### src/rtl/csvft_pkg.sv
`timescale 1ns / 1ps
`default_nettype none
// ----------------------------------------------------------------------------
// csvft_pkg
// Shared types and constants of the CSV field tokenizer.
// ----------------------------------------------------------------------------
package csvft_pkg;

  // field widths
  localparam int unsigned ByteW = 8;
  localparam int unsigned RowW  = 16;
  localparam int unsigned ColW  = 10;

  // position limits, clipped to the counter widths
  localparam int unsigned MAX_ROWS    = 65535;
  localparam int unsigned MAX_COLUMNS = 1023;
  localparam int unsigned RowMaxVal   = (1 << RowW) - 1;
  localparam int unsigned ColMaxVal   = (1 << ColW) - 1;
  localparam logic [RowW-1:0] ROW_LIMIT =
    RowW'((MAX_ROWS < RowMaxVal) ? MAX_ROWS : RowMaxVal);
  localparam logic [ColW-1:0] COL_LIMIT =
    ColW'((MAX_COLUMNS < ColMaxVal) ? MAX_COLUMNS : ColMaxVal);

  // character codes
  localparam logic [ByteW-1:0] CH_CR    = 8'd13;
  localparam logic [ByteW-1:0] CH_LF    = 8'd10;
  localparam logic [ByteW-1:0] CH_QUOTE = 8'd34;
  localparam logic [ByteW-1:0] CH_COMMA = 8'd44;

  // separator after reset
  localparam logic [ByteW-1:0] SEP_RESET = CH_COMMA;

  // first row and column
  localparam logic [RowW-1:0] ROW_FIRST = RowW'(1);
  localparam logic [ColW-1:0] COL_FIRST = ColW'(1);

  // parser modes
  typedef enum logic [1:0] {
    MODE_START     = 2'd0,
    MODE_NORMAL    = 2'd1,
    MODE_QUOTED    = 2'd2,
    MODE_MAYBE_END = 2'd3
  } mode_e;

  // one result item
  typedef struct packed {
    logic             char_valid;
    logic [ByteW-1:0] out_char;
    logic             cell_done;
    logic [RowW-1:0]  cell_row;
    logic [ColW-1:0]  cell_column;
    logic             row_end;
    logic             parse_error;
  } result_t;

endpackage
`default_nettype wire

### src/rtl/csvft_if.sv
`timescale 1ns / 1ps
`default_nettype none
// ----------------------------------------------------------------------------
// csvft channels
// Valid/ready channels for text bytes and for tokenizer results.
// ----------------------------------------------------------------------------

// text byte channel
interface csvft_byte_if;
  logic       valid;
  logic       ready;
  logic [7:0] text_byte;

  modport source (output valid, output text_byte, input ready);
  modport sink   (input valid, input text_byte, output ready);
endinterface

// result channel
interface csvft_result_if;
  logic        valid;
  logic        ready;
  logic        char_valid;
  logic [7:0]  out_char;
  logic        cell_done;
  logic [15:0] cell_row;
  logic [9:0]  cell_column;
  logic        row_end;
  logic        parse_error;

  modport source (output valid, output char_valid, output out_char, output cell_done,
                  output cell_row, output cell_column, output row_end,
                  output parse_error, input ready);
  modport sink   (input valid, input char_valid, input out_char, input cell_done,
                  input cell_row, input cell_column, input row_end,
                  input parse_error, output ready);
endinterface
`default_nettype wire

### src/rtl/csv_field_tokenizer_core.sv
`timescale 1ns / 1ps
`default_nettype none
// ----------------------------------------------------------------------------
// csv_field_tokenizer_core
// Byte-wide CSV tokenizer with quoted fields, row/column tracking and a
// sticky error flag.
// ----------------------------------------------------------------------------
// Takes one text byte per cycle and returns exactly one result per byte, in the
// cycle after the byte transfer. The parser state update is a single level
// of compare-and-select logic ahead of the result register, so a byte is
// accepted in every cycle in which the result register is empty or being
// drained; a stalled result holds back only the next byte. Rows saturate at
// 65535 and columns at 1023. A CR is swallowed (all flags zero) and the byte
// after it is parsed as is. After a parse error every byte still yields a
// result, with parse_error set and all other flags clear. The separator
// register may be written only while no result is pending.
// ----------------------------------------------------------------------------
module csv_field_tokenizer_core
  import csvft_pkg::*;
(
  input  wire             clk_i,
  input  wire             rst_ni,
  input  wire             cfg_we_i,
  input  wire [ByteW-1:0] cfg_wdata_i,
  csvft_byte_if.sink      byte_i,
  csvft_result_if.source  result_o
);

  // state
  logic [ByteW-1:0] sep_q;
  mode_e            mode_q, mode_d;
  logic             after_cr_q, after_cr_d;
  logic             halted_q, halted_d;
  logic [RowW-1:0]  row_q, row_d, row_inc;
  logic [ColW-1:0]  col_q, col_d, col_inc;
  logic             res_valid_q;
  result_t          res_q, res_d;
  logic             in_xfer, out_xfer;
  logic [ByteW-1:0] b;
  logic             is_sep, is_lf, is_quote;

  // handshake: byte taken whenever the result register can be refilled
  assign out_xfer     = res_valid_q & result_o.ready;
  assign byte_i.ready = ~res_valid_q | result_o.ready;
  assign in_xfer      = byte_i.valid & byte_i.ready;

  // byte classification
  assign b        = byte_i.text_byte;
  assign is_sep   = (b == sep_q);
  assign is_lf    = (b == CH_LF);
  assign is_quote = (b == CH_QUOTE);

  // saturating position increments
  assign row_inc = (row_q < ROW_LIMIT) ? row_q + RowW'(1) : row_q;
  assign col_inc = (col_q < COL_LIMIT) ? col_q + ColW'(1) : col_q;

  // parser next state and result
  always_comb begin
    mode_d     = mode_q;
    after_cr_d = after_cr_q;
    halted_d   = halted_q;
    row_d      = row_q;
    col_d      = col_q;
    res_d.char_valid  = 1'b0;
    res_d.out_char    = '0;
    res_d.cell_done   = 1'b0;
    res_d.cell_row    = row_q;
    res_d.cell_column = col_q;
    res_d.row_end     = 1'b0;
    if (!halted_q) begin
      if ((b == CH_CR) && !after_cr_q) begin
        after_cr_d = 1'b1;
      end else begin
        after_cr_d = 1'b0;
        case (mode_q)
          MODE_START: begin
            if (is_quote) begin
              mode_d = MODE_QUOTED;
            end else if (is_sep) begin
              col_d = col_inc;
            end else if (is_lf) begin
              row_d = row_inc;
              col_d = COL_FIRST;
              res_d.row_end = 1'b1;
            end else begin
              res_d.char_valid = 1'b1;
              res_d.out_char   = b;
              mode_d = MODE_NORMAL;
            end
          end
          MODE_QUOTED: begin
            if (is_quote) begin
              mode_d = MODE_MAYBE_END;
            end else begin
              res_d.char_valid = 1'b1;
              res_d.out_char   = b;
            end
          end
          MODE_MAYBE_END: begin
            if (is_quote) begin
              res_d.char_valid = 1'b1;
              res_d.out_char   = b;
              mode_d = MODE_QUOTED;
            end else if (is_sep || is_lf) begin
              res_d.cell_done = 1'b1;
              mode_d = MODE_START;
              if (is_lf) begin
                row_d = row_inc;
                col_d = COL_FIRST;
                res_d.row_end = 1'b1;
              end else begin
                col_d = col_inc;
              end
            end else begin
              mode_d   = MODE_START;
              halted_d = 1'b1;
            end
          end
          MODE_NORMAL: begin
            if (is_sep || is_lf) begin
              res_d.cell_done = 1'b1;
              mode_d = MODE_START;
              if (is_lf) begin
                row_d = row_inc;
                col_d = COL_FIRST;
                res_d.row_end = 1'b1;
              end else begin
                col_d = col_inc;
              end
            end else begin
              res_d.char_valid = 1'b1;
              res_d.out_char   = b;
            end
          end
          default: begin
            mode_d = MODE_START;
          end
        endcase
      end
    end
    res_d.parse_error = halted_d;
  end

  // separator register
  always_ff @(posedge clk_i or negedge rst_ni) begin
    if (!rst_ni) begin
      sep_q <= SEP_RESET;
    end else if (cfg_we_i) begin
      sep_q <= cfg_wdata_i;
    end
  end

  // parser state, updated on each byte transfer
  always_ff @(posedge clk_i or negedge rst_ni) begin
    if (!rst_ni) begin
      mode_q     <= MODE_START;
      after_cr_q <= 1'b0;
      halted_q   <= 1'b0;
      row_q      <= ROW_FIRST;
      col_q      <= COL_FIRST;
    end else if (in_xfer) begin
      mode_q     <= mode_d;
      after_cr_q <= after_cr_d;
      halted_q   <= halted_d;
      row_q      <= row_d;
      col_q      <= col_d;
    end
  end

  // result valid flag
  always_ff @(posedge clk_i or negedge rst_ni) begin
    if (!rst_ni) begin
      res_valid_q <= 1'b0;
    end else if (in_xfer) begin
      res_valid_q <= 1'b1;
    end else if (out_xfer) begin
      res_valid_q <= 1'b0;
    end
  end

  // result payload
  always_ff @(posedge clk_i) begin
    if (in_xfer) begin
      res_q <= res_d;
    end
  end

  // output channel
  assign result_o.valid       = res_valid_q;
  assign result_o.char_valid  = res_q.char_valid;
  assign result_o.out_char    = res_q.out_char;
  assign result_o.cell_done   = res_q.cell_done;
  assign result_o.cell_row    = res_q.cell_row;
  assign result_o.cell_column = res_q.cell_column;
  assign result_o.row_end     = res_q.row_end;
  assign result_o.parse_error = res_q.parse_error;

`ifndef SYNTHESIS
  // error state never clears once set
  assert property (@(posedge clk_i) disable iff (!rst_ni) halted_q |=> halted_q)
    else $error("halted flag cleared");

  // a result never both appends a character and closes a cell
  assert property (@(posedge clk_i) disable iff (!rst_ni)
    res_valid_q |-> !(res_q.char_valid && res_q.cell_done))
    else $error("char and cell_done in one result");

  // an error result carries no other flag
  assert property (@(posedge clk_i) disable iff (!rst_ni)
    (res_valid_q && res_q.parse_error) |->
      !(res_q.char_valid || res_q.cell_done || res_q.row_end))
    else $error("flags set alongside parse error");

  // a row end restarts the column count
  assert property (@(posedge clk_i) disable iff (!rst_ni)
    (in_xfer && res_d.row_end) |=> (col_q == COL_FIRST))
    else $error("column not reset after row end");

  // positions stay one-based
  assert property (@(posedge clk_i) disable iff (!rst_ni)
    (row_q != '0) && (col_q != '0))
    else $error("row or column reached zero");
`endif

endmodule
`default_nettype wire
### src/flat_wrapper.sv
// flat-port wrapper written by rule: the top's interface ports become plain ports
module csv_field_tokenizer_core_flat import csvft_pkg::*;
  (clk_i, rst_ni, cfg_we_i, cfg_wdata_i, byte_i_valid, byte_i_text_byte, byte_i_ready, result_o_valid, result_o_char_valid, result_o_out_char, result_o_cell_done, result_o_cell_row, result_o_cell_column, result_o_row_end, result_o_parse_error, result_o_ready);
  csvft_byte_if byte_i_i ();
  csvft_result_if result_o_i ();
  input  wire clk_i;
  input  wire rst_ni;
  input  wire cfg_we_i;
  input  wire [ByteW-1:0] cfg_wdata_i;
  input wire logic [$bits(byte_i_i.valid)-1:0] byte_i_valid;
  input wire logic [$bits(byte_i_i.text_byte)-1:0] byte_i_text_byte;
  output wire logic [$bits(byte_i_i.ready)-1:0] byte_i_ready;
  output wire logic [$bits(result_o_i.valid)-1:0] result_o_valid;
  output wire logic [$bits(result_o_i.char_valid)-1:0] result_o_char_valid;
  output wire logic [$bits(result_o_i.out_char)-1:0] result_o_out_char;
  output wire logic [$bits(result_o_i.cell_done)-1:0] result_o_cell_done;
  output wire logic [$bits(result_o_i.cell_row)-1:0] result_o_cell_row;
  output wire logic [$bits(result_o_i.cell_column)-1:0] result_o_cell_column;
  output wire logic [$bits(result_o_i.row_end)-1:0] result_o_row_end;
  output wire logic [$bits(result_o_i.parse_error)-1:0] result_o_parse_error;
  input wire logic [$bits(result_o_i.ready)-1:0] result_o_ready;
  assign byte_i_i.valid = byte_i_valid;
  assign byte_i_i.text_byte = byte_i_text_byte;
  assign byte_i_ready = byte_i_i.ready;
  assign result_o_valid = result_o_i.valid;
  assign result_o_char_valid = result_o_i.char_valid;
  assign result_o_out_char = result_o_i.out_char;
  assign result_o_cell_done = result_o_i.cell_done;
  assign result_o_cell_row = result_o_i.cell_row;
  assign result_o_cell_column = result_o_i.cell_column;
  assign result_o_row_end = result_o_i.row_end;
  assign result_o_parse_error = result_o_i.parse_error;
  assign result_o_i.ready = result_o_ready;
  csv_field_tokenizer_core u_core (.clk_i(clk_i), .rst_ni(rst_ni), .cfg_we_i(cfg_we_i), .cfg_wdata_i(cfg_wdata_i), .byte_i(byte_i_i), .result_o(result_o_i));
endmodule
### config.mk
export PLATFORM = sky130hd
export DESIGN_NAME = csv_field_tokenizer_core_flat
export DESIGN_NICKNAME = d
export VERILOG_FILES = /design/src/rtl/csvft_pkg.sv /design/src/rtl/csvft_if.sv /design/src/rtl/csv_field_tokenizer_core.sv /design/src/flat_wrapper.sv
export SDC_FILE = /design/constraint.sdc
export NUM_CORES = 1
export LEC_CHECK = 0
export ABC_AREA = 1
export BUFFER_PORTS_ARGS = -buffer_cell sky130_fd_sc_hd__buf_2
export CAP_MARGIN = 0
export CELL_PAD_IN_SITES_DETAIL_PLACEMENT = 1
export CELL_PAD_IN_SITES_GLOBAL_PLACEMENT = 1
export CORE_AREA = 4 4 133 84
export CTS_CLUSTER_SIZE = 12
export DETAILED_ROUTE_END_ITERATION = 16
export DIE_AREA = 0 0 137 88
export GPL_TIMING_DRIVEN = 0
export HOLD_SLACK_MARGIN = 0.12
export PLACE_DENSITY = 0.8
export SKIP_CTS_REPAIR_TIMING = 1
export SYNTH_ARGS = -nofsm -noshare
export SYNTH_HDL_FRONTEND = slang
export SYNTH_SLANG_ARGS = --single-unit
### constraint.sdc
create_clock -name clk_i -period 4.9 [get_ports clk_i]
set_input_delay 0.245 -clock clk_i [delete_from_list [all_inputs] [get_ports clk_i]]
set_output_delay 0.245 -clock clk_i [all_outputs]
set_load 0.05 [all_outputs]
Word level (Yosys, flattened, before mapping)

Cells that the tools add are included.

Reduce and logical (&&, ||, !) cells: 11
Mux-type cells: 46
Bitwise logic cells: 6
$lt $le $gt $ge: 2
Add/sub/neg operators: 2
Equal/unequal tests: 15

Operators with widths:

| kind                                                   | count |
|---|---|
| 2-to-1 mux 16 bit                                      | 6 |
| 2-to-1 mux 10 bit                                      | 7 |
| 2-to-1 mux 9 bit                                       | 6 |
| one-hot mux 16 bit (3 select lines)                    | 1 |
| one-hot mux 9 bit (4 select lines)                     | 1 |
| one-hot mux 10 bit (3 select lines)                    | 1 |
| AND reduction 7 bit                                    | 3 |
| adder 16 x 1 -> 16 bit (second input constant)         | 1 |
| equality test 8 x 4 -> 1 bit (second input constant)   | 2 |
| < comparator 16 bit (second input constant)            | 1 |
| 2-to-1 mux 1 bit                                       | 15 |
| 2-to-1 mux 2 bit                                       | 6 |
| adder 10 x 1 -> 10 bit (second input constant)         | 1 |
| < comparator 10 bit (second input constant)            | 1 |
| equality test 8 x 6 -> 1 bit (second input constant)   | 1 |
| equality test 8 bit                                    | 1 |
| one-hot mux 2 bit (4 select lines)                     | 1 |
| inequality test 2 bit (second input constant)          | 3 |
| inequality test 3 bit (second input constant)          | 2 |
| equality test 2 bit (second input constant)            | 2 |
| inequality test 2 x 1 -> 1 bit (second input constant) | 2 |
| inequality test 3 x 1 -> 1 bit (second input constant) | 1 |
| inverter 1 bit                                         | 3 |
| one-hot mux 1 bit (3 select lines)                     | 1 |
| other kinds (12)                                       | 13 |

Input port bits: 21
Flip-flop bits (word level): 77
Output and inout port bits: 40

Longest topological paths before layout

Gate-level depths: netlist (run 1).

Depth in word-level cells: 7
Depth in mapped cells: 13

Worst setup path before layout (run 1)

OpenSTA, ideal clock, no wires.

Kind: reg-to-reg
Start point: register u_core.res_valid_q (netlist: u_core.result_o.valid)
End point: register u_core.row_q[13]
Stages on the path, launching flop included: 7
Period minus slack after synthesis: 3.798 ns
Required time: 4.783 ns
Arrival: 3.682 ns
Setup time: 0.117 ns
Setup slack: 1.102 ns
Cell sequence: dfrtp_1 a21oi_1 nand2_1 nor3_1 nand3_1 nand2_1 nand2_1

Cells in the longest elaborated chain, start to end: 4

RTL lines:

| item                                 | RTL line                        | RTL |
|---|---|---|
| start: declaration                   | csv_field_tokenizer_core.sv:36  | `logic res_valid_q;` |
| start signal: assignment             | csv_field_tokenizer_core.sv:173 | `res_valid_q <= 1'b0;` |
| start signal: assignment             | csv_field_tokenizer_core.sv:175 | `res_valid_q <= 1'b1;` |
| start signal: assignment             | csv_field_tokenizer_core.sv:177 | `res_valid_q <= 1'b0;` |
| inverter 1 bit                       | csv_field_tokenizer_core.sv:44  | `assign byte_i.ready = ~res_valid_q \| result_o.ready;` |
| bitwise OR 1 bit                     | csv_field_tokenizer_core.sv:44  |  |
| bitwise AND 1 bit                    | csv_field_tokenizer_core.sv:45  | `assign in_xfer = byte_i.valid & byte_i.ready;` |
| net u_core.in_xfer                   | csv_field_tokenizer_core.sv:38  | `logic in_xfer, out_xfer;` |
| AND reduction 7 bit (no source line) | n/a                             |  |
| end signal: assignment               | csv_field_tokenizer_core.sv:165 | `row_q <= row_d;` |
| end: declaration                     | csv_field_tokenizer_core.sv:34  | `logic [RowW-1:0] row_q, row_d, row_inc;` |

The timed path passes the listed nets, and every way through them passes these cells.
A chain may end at the register's enable or synchronous reset.

Worst setup path in the final report (run 1)

Start point: register u_core.res_valid_q (netlist: u_core.result_o.valid)
End point: register u_core.row_q[11]

Same word-level chain as after synthesis.

==> results of run 1 <==
[registers in the layout (all words and copies together), names as in the netlist]
register                     cells
u_core.after_cr_q                1
u_core.col_q                    10
u_core.result_o.char_valid       1
u_core.halted_q                  1
u_core.result_o.parse_error      1
u_core.result_o.cell_done        1
u_core.row_q                    16
u_core.sep_q                     8
u_core.result_o.row_end          1
u_core.mode_q                    2
u_core.result_o.cell_row        16
u_core.result_o.out_char         8
u_core.result_o.valid            1
u_core.result_o.cell_column     10
[per-stage QoR]
step	worst slack (ps)	utilization	instance area [µm²]	hold slack, ps
floorplan	1102	-	4164	-50.59
CTS	2780	0.5102	5005	104.7
finish	2819	0.5102	5005	67.53
global route	2601	0.5102	5005	130.5
global placement	49.48	0.4723	4633	439.5
detailed placement	2792	0.4755	4664	467.8
[worst reg2reg max path, stage by stage (launching register included)]
cell and delay [ps]:
dfrtp_1 420, a21oi_4 540, buf_12 270, nand2_1 160, nor3_1 320, nand3_1 130, nand2_1 80, nand2_1 50
[worst max path at each step]
stage / slack [ps] / endpoint / from / cells past startpoint
2_1_floorplan: 1100 / u_core.row_q[13] / u_core.result_o.valid / 6
3_3_place_gp: 50 / u_core.row_q[11] / u_core.result_o.valid / 6
3_5_place_dp: 2790 / u_core.row_q[11] / u_core.result_o.valid / 7
4_1_cts: 2780 / u_core.row_q[11] / u_core.result_o.valid / 7
5_1_grt: 2600 / u_core.row_q[11] / u_core.result_o.valid / 7
6_report: 2820 / u_core.row_q[11] / u_core.result_o.valid / 7
[Yosys cell counts (2+ instances only)]
master    instances
inv_2             8
mux2_2            3
nor3_1            5
ha_1              2
inv_1            42
o21ai_0          12
buf_2             3
dfstp_2           5
nor2_8            2
nand2_1         169
nand3_1          53
dfrtp_1          34
a21oi_1           7
xnor2_1           7
nor2_4            4
edfxtp_1         38
nand4_1           7
nand3_4           3
nand2_2           7
nand3_2           7
xor2_1            8
nor2_2            5
nand2_4           2
nor2_1           46
[cells by family (layout without fill, tap and decap cells)]
family	count (synthesis)	count (layout)	synth area share
AND/OR/NAND/NOR	313	313	0.3531
flip-flops	77	77	0.5099
buffers and inverters	58	135	0.05859
AO/OA/AOI/OAI	23	23	0.03275
XOR/XNOR	15	15	0.03155
multiplexers	3	3	0.008112
adder cells (fa/ha/maj)	2	2	0.006009
[routing by layer]
metal,routed length (µm),track usage
met2,5107,0.3170
met5,0,0
met1,5037,0.2711
met4,112,0.04710
met3,562,0.04592
[power by group]
part | internal [W] | leakage [nW] | total [W] | switching (W)
Sequential | 0.000701 | 0.884 | 0.000710 | 0.00000840
Clock | 0.000473 | 0.167 | 0.000739 | 0.000266
Combinational | 0.0000383 | 1.35 | 0.000157 | 0.000119
[layout make-up]
| class | count | area share |
|---|---|---|
| Inverter | 50 | 0.03750 |
| Clock buffer | 13 | 0.05850 |
| Timing Repair Buffer | 61 | 0.06400 |
| Tap cell | 135 | 0.03375 |
| Multi-Input combinational cell | 356 | 0.3612 |
| Sequential cell | 77 | 0.4243 |
| Buffer | 8 | 0.01125 |
| Clock inverter | 3 | 0.009500 |
==> flow_summary_export.csv, run 1 <==
group,metric,value,unit
status,status,"completed",
timing,finClkSkew,6.162,ps
timing,max_freq,480.6,MHz
routing,detail-route-antenna-nets,0,
timing,setup_violations,0,
routing,routedWlPerCell,15.39,µm
logic_synthesis,yosysWarnings,0,
flow_run,cap_violations,0,
timing,drv_slew,0,
logic_synthesis,synth_top_area_frac,0.2740,
grt,antenna_found_initial,0,
layout,multi_input_area,1808,µm²
logic_synthesis,synth.area.top_cells,"edfxtp_1 (27%), dfrtp_1 (20%), nand2_1 (15%), nand3_1 (6.4%), nor2_1 (4.1%)",
critical_path,cp_max_fo,28,
grt,grt_max_degree,40,
layout,seq_area,2123,µm²
critical_path,critPathTopFamily,"simple AND/OR/NAND/NOR gates",
timing,fin_crit,2081,ps
power,report.power.total,0.001606,W
power,p_leak,2.403,nW
layout,drive_above_1_share,0.2324,
clocking,clk_pin_slew,60,ps
layout,final_common_cell,"nand2_1",
power,ir_drop,0.1558,mV
timing,rsz0062_at_grt,"false",
layout,antenna_cells,0,
critical_path,r2r_cells,7,
timing,relSlewSlack,0.3422,
logic_synthesis,syn_area,4164,µm²
die,core,9809,µm²
critical_path,critical_path_class,"flip-flop to flip-flop",
logic_synthesis,ys_seq_area_frac,0.5099,
placed_design,io_buffers,60,
die,start_util,0.4245,
routing,drtPass1Iterations,4,
logic_synthesis,ys_ff_latch,77,
critical_path,crit_path_frequent_cell,"nand2_1",
logic_synthesis,syn_avg_cell_area,8.481,µm²
routing,via_per_inst,5.091,
critical_path,r2r_start,"u_core.result_o.valid",
die,die_h,88,µm
clocking,cts_buffers,9,
die,rows,28,
routing,drc_errors,0,
routing,wl,10.82,mm
timing,worstMarginPinSlew,986.7,ps
clocking,clk-insertion-delay-late,340,ps
logic_synthesis,synth_cell_types,36,
layout,nFillCells,1203,
critical_path,crit_slowest_cell,"a21oi_4",
critical_path,cp.arrival,2310,ps
grt,grt_pass1_vias,3726,
critical_path,crit_chain,"a21oi_4, buf_12, nand2_1, nor3_1, nand3_1, nand2_1, nand2_1",
hold_path,min_path_type,"input pin to async pin",
clocking,cts_root_buf,"clkbuf_16",
critical_path,worstPathRequired,5130,ps
die,fp.dieW,137,µm
layout,final_nets,586,
clocking,cts_max_path_buffers,2,
clocking,cts_tree,"yes",
timing,finalHoldViolations,0,
power,power.density,320.8,nW/µm²
critical_path,r2r_setup_slack,2820,ps
critical_path,max_stage_delay,540,ps
routing,vias,3579,
critical_path,cp.buffers_inverters,1,
critical_path,worstReg2RegEnd,"u_core.row_q[11]",
placed_design,gp_congestion,0.8690,
grt,track_usage,0.1965,
logic_synthesis,synth_ff_type,"edfxtp_1",
clocking,cts_max_level,3,
logic_synthesis,syn_nets,514,
timing,finalCritPeriodShare,0.4247,
placed_design,place_inst,687,
layout,instances_no_fill,703,
logic_synthesis,synthArstFlopShare,0.5065,
timing,fin_tns_setup,0,ps
die,num_io_pins,61,
logic_synthesis,syn-instance-count,491,
logic_synthesis,synth_edf_count,38,
layout,mostFrequentLayoutCells,"nand2_1 (169), buf_2 (63), nand3_1 (53)",
grt,overflow,0,
layout,syn2layout_area_growth,20.19,%
grt,grt_pass1_wl,18.46,mm
die,dieArea,12060,µm²
routing,drtIter0Drc,235,
critical_path,startpoint_type,"flip-flop",
logic_synthesis,synth.largest_area_cell,"edfxtp_1",
clocking,clock-sinks,77,
placed_design,place_hpwl,7.862,mm
critical_path,endpoint_kind,"flip-flop",
Note: power is estimated with default switching activity, not from simulation.
==> run 2: changes to the inputs <==
==> constraint.sdc (replaced) <==
create_clock -name clk_i -period 2.1 [get_ports clk_i]
set_input_delay 0.105 -clock clk_i [delete_from_list [all_inputs] [get_ports clk_i]]
set_output_delay 0.105 -clock clk_i [all_outputs]
set_load 0.05 [all_outputs]
==> flow_summary_export.csv, run 2 (synthesis results as in run 1) <==
group,metric,value,unit
critical_path,endpoint,"u_core.row_q[15]",
clocking,cts_tree,"yes",
layout,nFillCells,1195,
clocking,clk-insertion-delay-late,340,ps
critical_path,crit_slowest_cell,"dfstp_2",
layout,multi_input_area,1821,µm²
critical_path,path_depth,11,
critical_path,cp_max_fo,10,
die,start_util,0.4245,
timing,finalHoldViolations,0,
timing,worstMarginPinSlew,990.1,ps
hold_path,min_path_type,"input pin to flip-flop",
routing,via_per_inst,5.003,
power,power.density,728.1,nW/µm²
die,fp.dieW,137,µm
grt,track_usage,0.1950,
critical_path,crit_chain,"ha_1, nand2_1, nor2_1, nand3_1, nor2_2, nor2_1, nand2_2, nor2_8, buf_8, nand3_1, nand2_1",
die,core,9809,µm²
layout,mostFrequentLayoutCells,"nand2_1 (168), buf_2 (63), nand3_1 (53)",
critical_path,crit_path_start,"u_core.row_q[0]",
critical_path,worstPathRequired,2330,ps
grt,grt_max_degree,45,
grt,antenna_found_initial,0,
die,die_h,88,µm
timing,drv_slew,0,
timing,hold_ws,111.4,ps
layout,antenna_cells,0,
timing,max_freq,516.3,MHz
critical_path,critPathTopFamily,"simple AND/OR/NAND/NOR gates",
routing,drc_errors,0,
die,rows,28,
placed_design,dpl_cell_area,4648,µm²
placed_design,place_hpwl,7.847,mm
timing,finClkSkew,8.735,ps
critical_path,r2r_setup_slack,160,ps
timing,relSlewSlack,0.3399,
grt,overflow,0,
critical_path,endpoint_kind,"flip-flop",
placed_design,io_buffers,60,
grt,grt_pass1_wl,18.00,mm
die,num_io_pins,61,
layout,seq_area,2125,µm²
critical_path,r2r_start,"u_core.row_q[0]",
routing,drtIter0Drc,153,
placed_design,place_inst,686,
grt,grt_pass1_vias,3617,
critical_path,cp.buffers_inverters,1,
clocking,clk_pin_slew,60,ps
timing,fin_crit,1937,ps
clocking,cts_max_path_buffers,2,
layout,final_nets,602,
die,dieArea,12060,µm²
clocking,cts_buffers,9,
critical_path,worstReg2RegEnd,"u_core.row_q[15]",
critical_path,max_stage_delay,570,ps
clocking,cts_max_level,3,
power,ir_drop,0.4122,mV
critical_path,critical_path_class,"flip-flop to flip-flop",
layout,stdcell_area,5156,µm²
critical_path,cp.arrival,2170,ps
clocking,clock-sinks,77,
timing,finalCritPeriodShare,0.9223,
critical_path,r2r_cells,11,
status,status,"completed",
placed_design,gp_congestion,0.8781,
flow_run,cap_violations,0,
routing,drtPass1Iterations,4,
layout,instances_no_fill,719,
layout,drive_above_1_share,0.2414,
routing,vias,3597,
hold_path,hold_depth,4,
critical_path,startpoint_type,"flip-flop",
routing,wl,11.29,mm
timing,rsz0062_at_grt,"false",
routing,routedWlPerCell,15.71,µm
timing,setup_violations,0,
layout,syn2layout_area_growth,23.83,%
power,report.power.total,0.003754,W
power,p_leak,2.465,nW
layout,final_common_cell,"nand2_1",
clocking,cts_root_buf,"clkbuf_16",
routing,detail-route-antenna-nets,0,
## run 2: through the flow
step           worst slack, ps  utilization  TNS [ps]
2_1_floorplan            21.82            -         0
3_3_place_gp            -330.4       0.4739     -7400
3_5_place_dp            -413.3       0.4739     -9547
4_1_cts                 -420.5       0.5070     -9977
5_1_grt                  3.782       0.5256         0
6_report                 163.2       0.5256         0
## run 2: routing by layer
metal  global-route usage  share of wire
met1               0.2569           0.47
met2               0.3188           0.47
met3              0.04937          0.037
met4              0.06250          0.017
met5                    0              0
## run 2: layout make-up
| class | instances | share of cell area |
|---|---|---|
| Buffer | 8 | 0.01092 |
| Clock buffer | 10 | 0.04635 |
| Clock inverter | 6 | 0.01674 |
| Inverter | 50 | 0.03640 |
| Multi-Input combinational cell | 356 | 0.3531 |
| Sequential cell | 77 | 0.4120 |
| Tap cell | 135 | 0.03276 |
| Timing Repair Buffer | 77 | 0.09173 |
## run 2: worst min-delay path, stage by stage
cell and delay (ps):
buf_2 80, inv_1 60, nand2_1 90, nand2_1 70
## run 2: power breakdown
part / internal (W) / leakage (nW) / switching, W
sequential: 0.00164 / 0.883 / 0.0000204
clock: 0.00107 / 0.158 / 0.000627
combinational: 0.000114 / 1.42 / 0.000286
total: 0.00282 / 2.46 / 0.000933
## run 2: worst min path at each step
stage,startpoint,to,slack [ps]
floorplan,rst_ni,u_core.after_cr_q,-190
detailed placement,rst_ni,u_core.row_q[10],330
finish,result_o_ready,u_core.result_o.valid,110
global route,result_o_ready,u_core.result_o.valid,160
CTS,rst_ni,u_core.row_q[10],-40
global placement,rst_ni,u_core.row_q[10],310
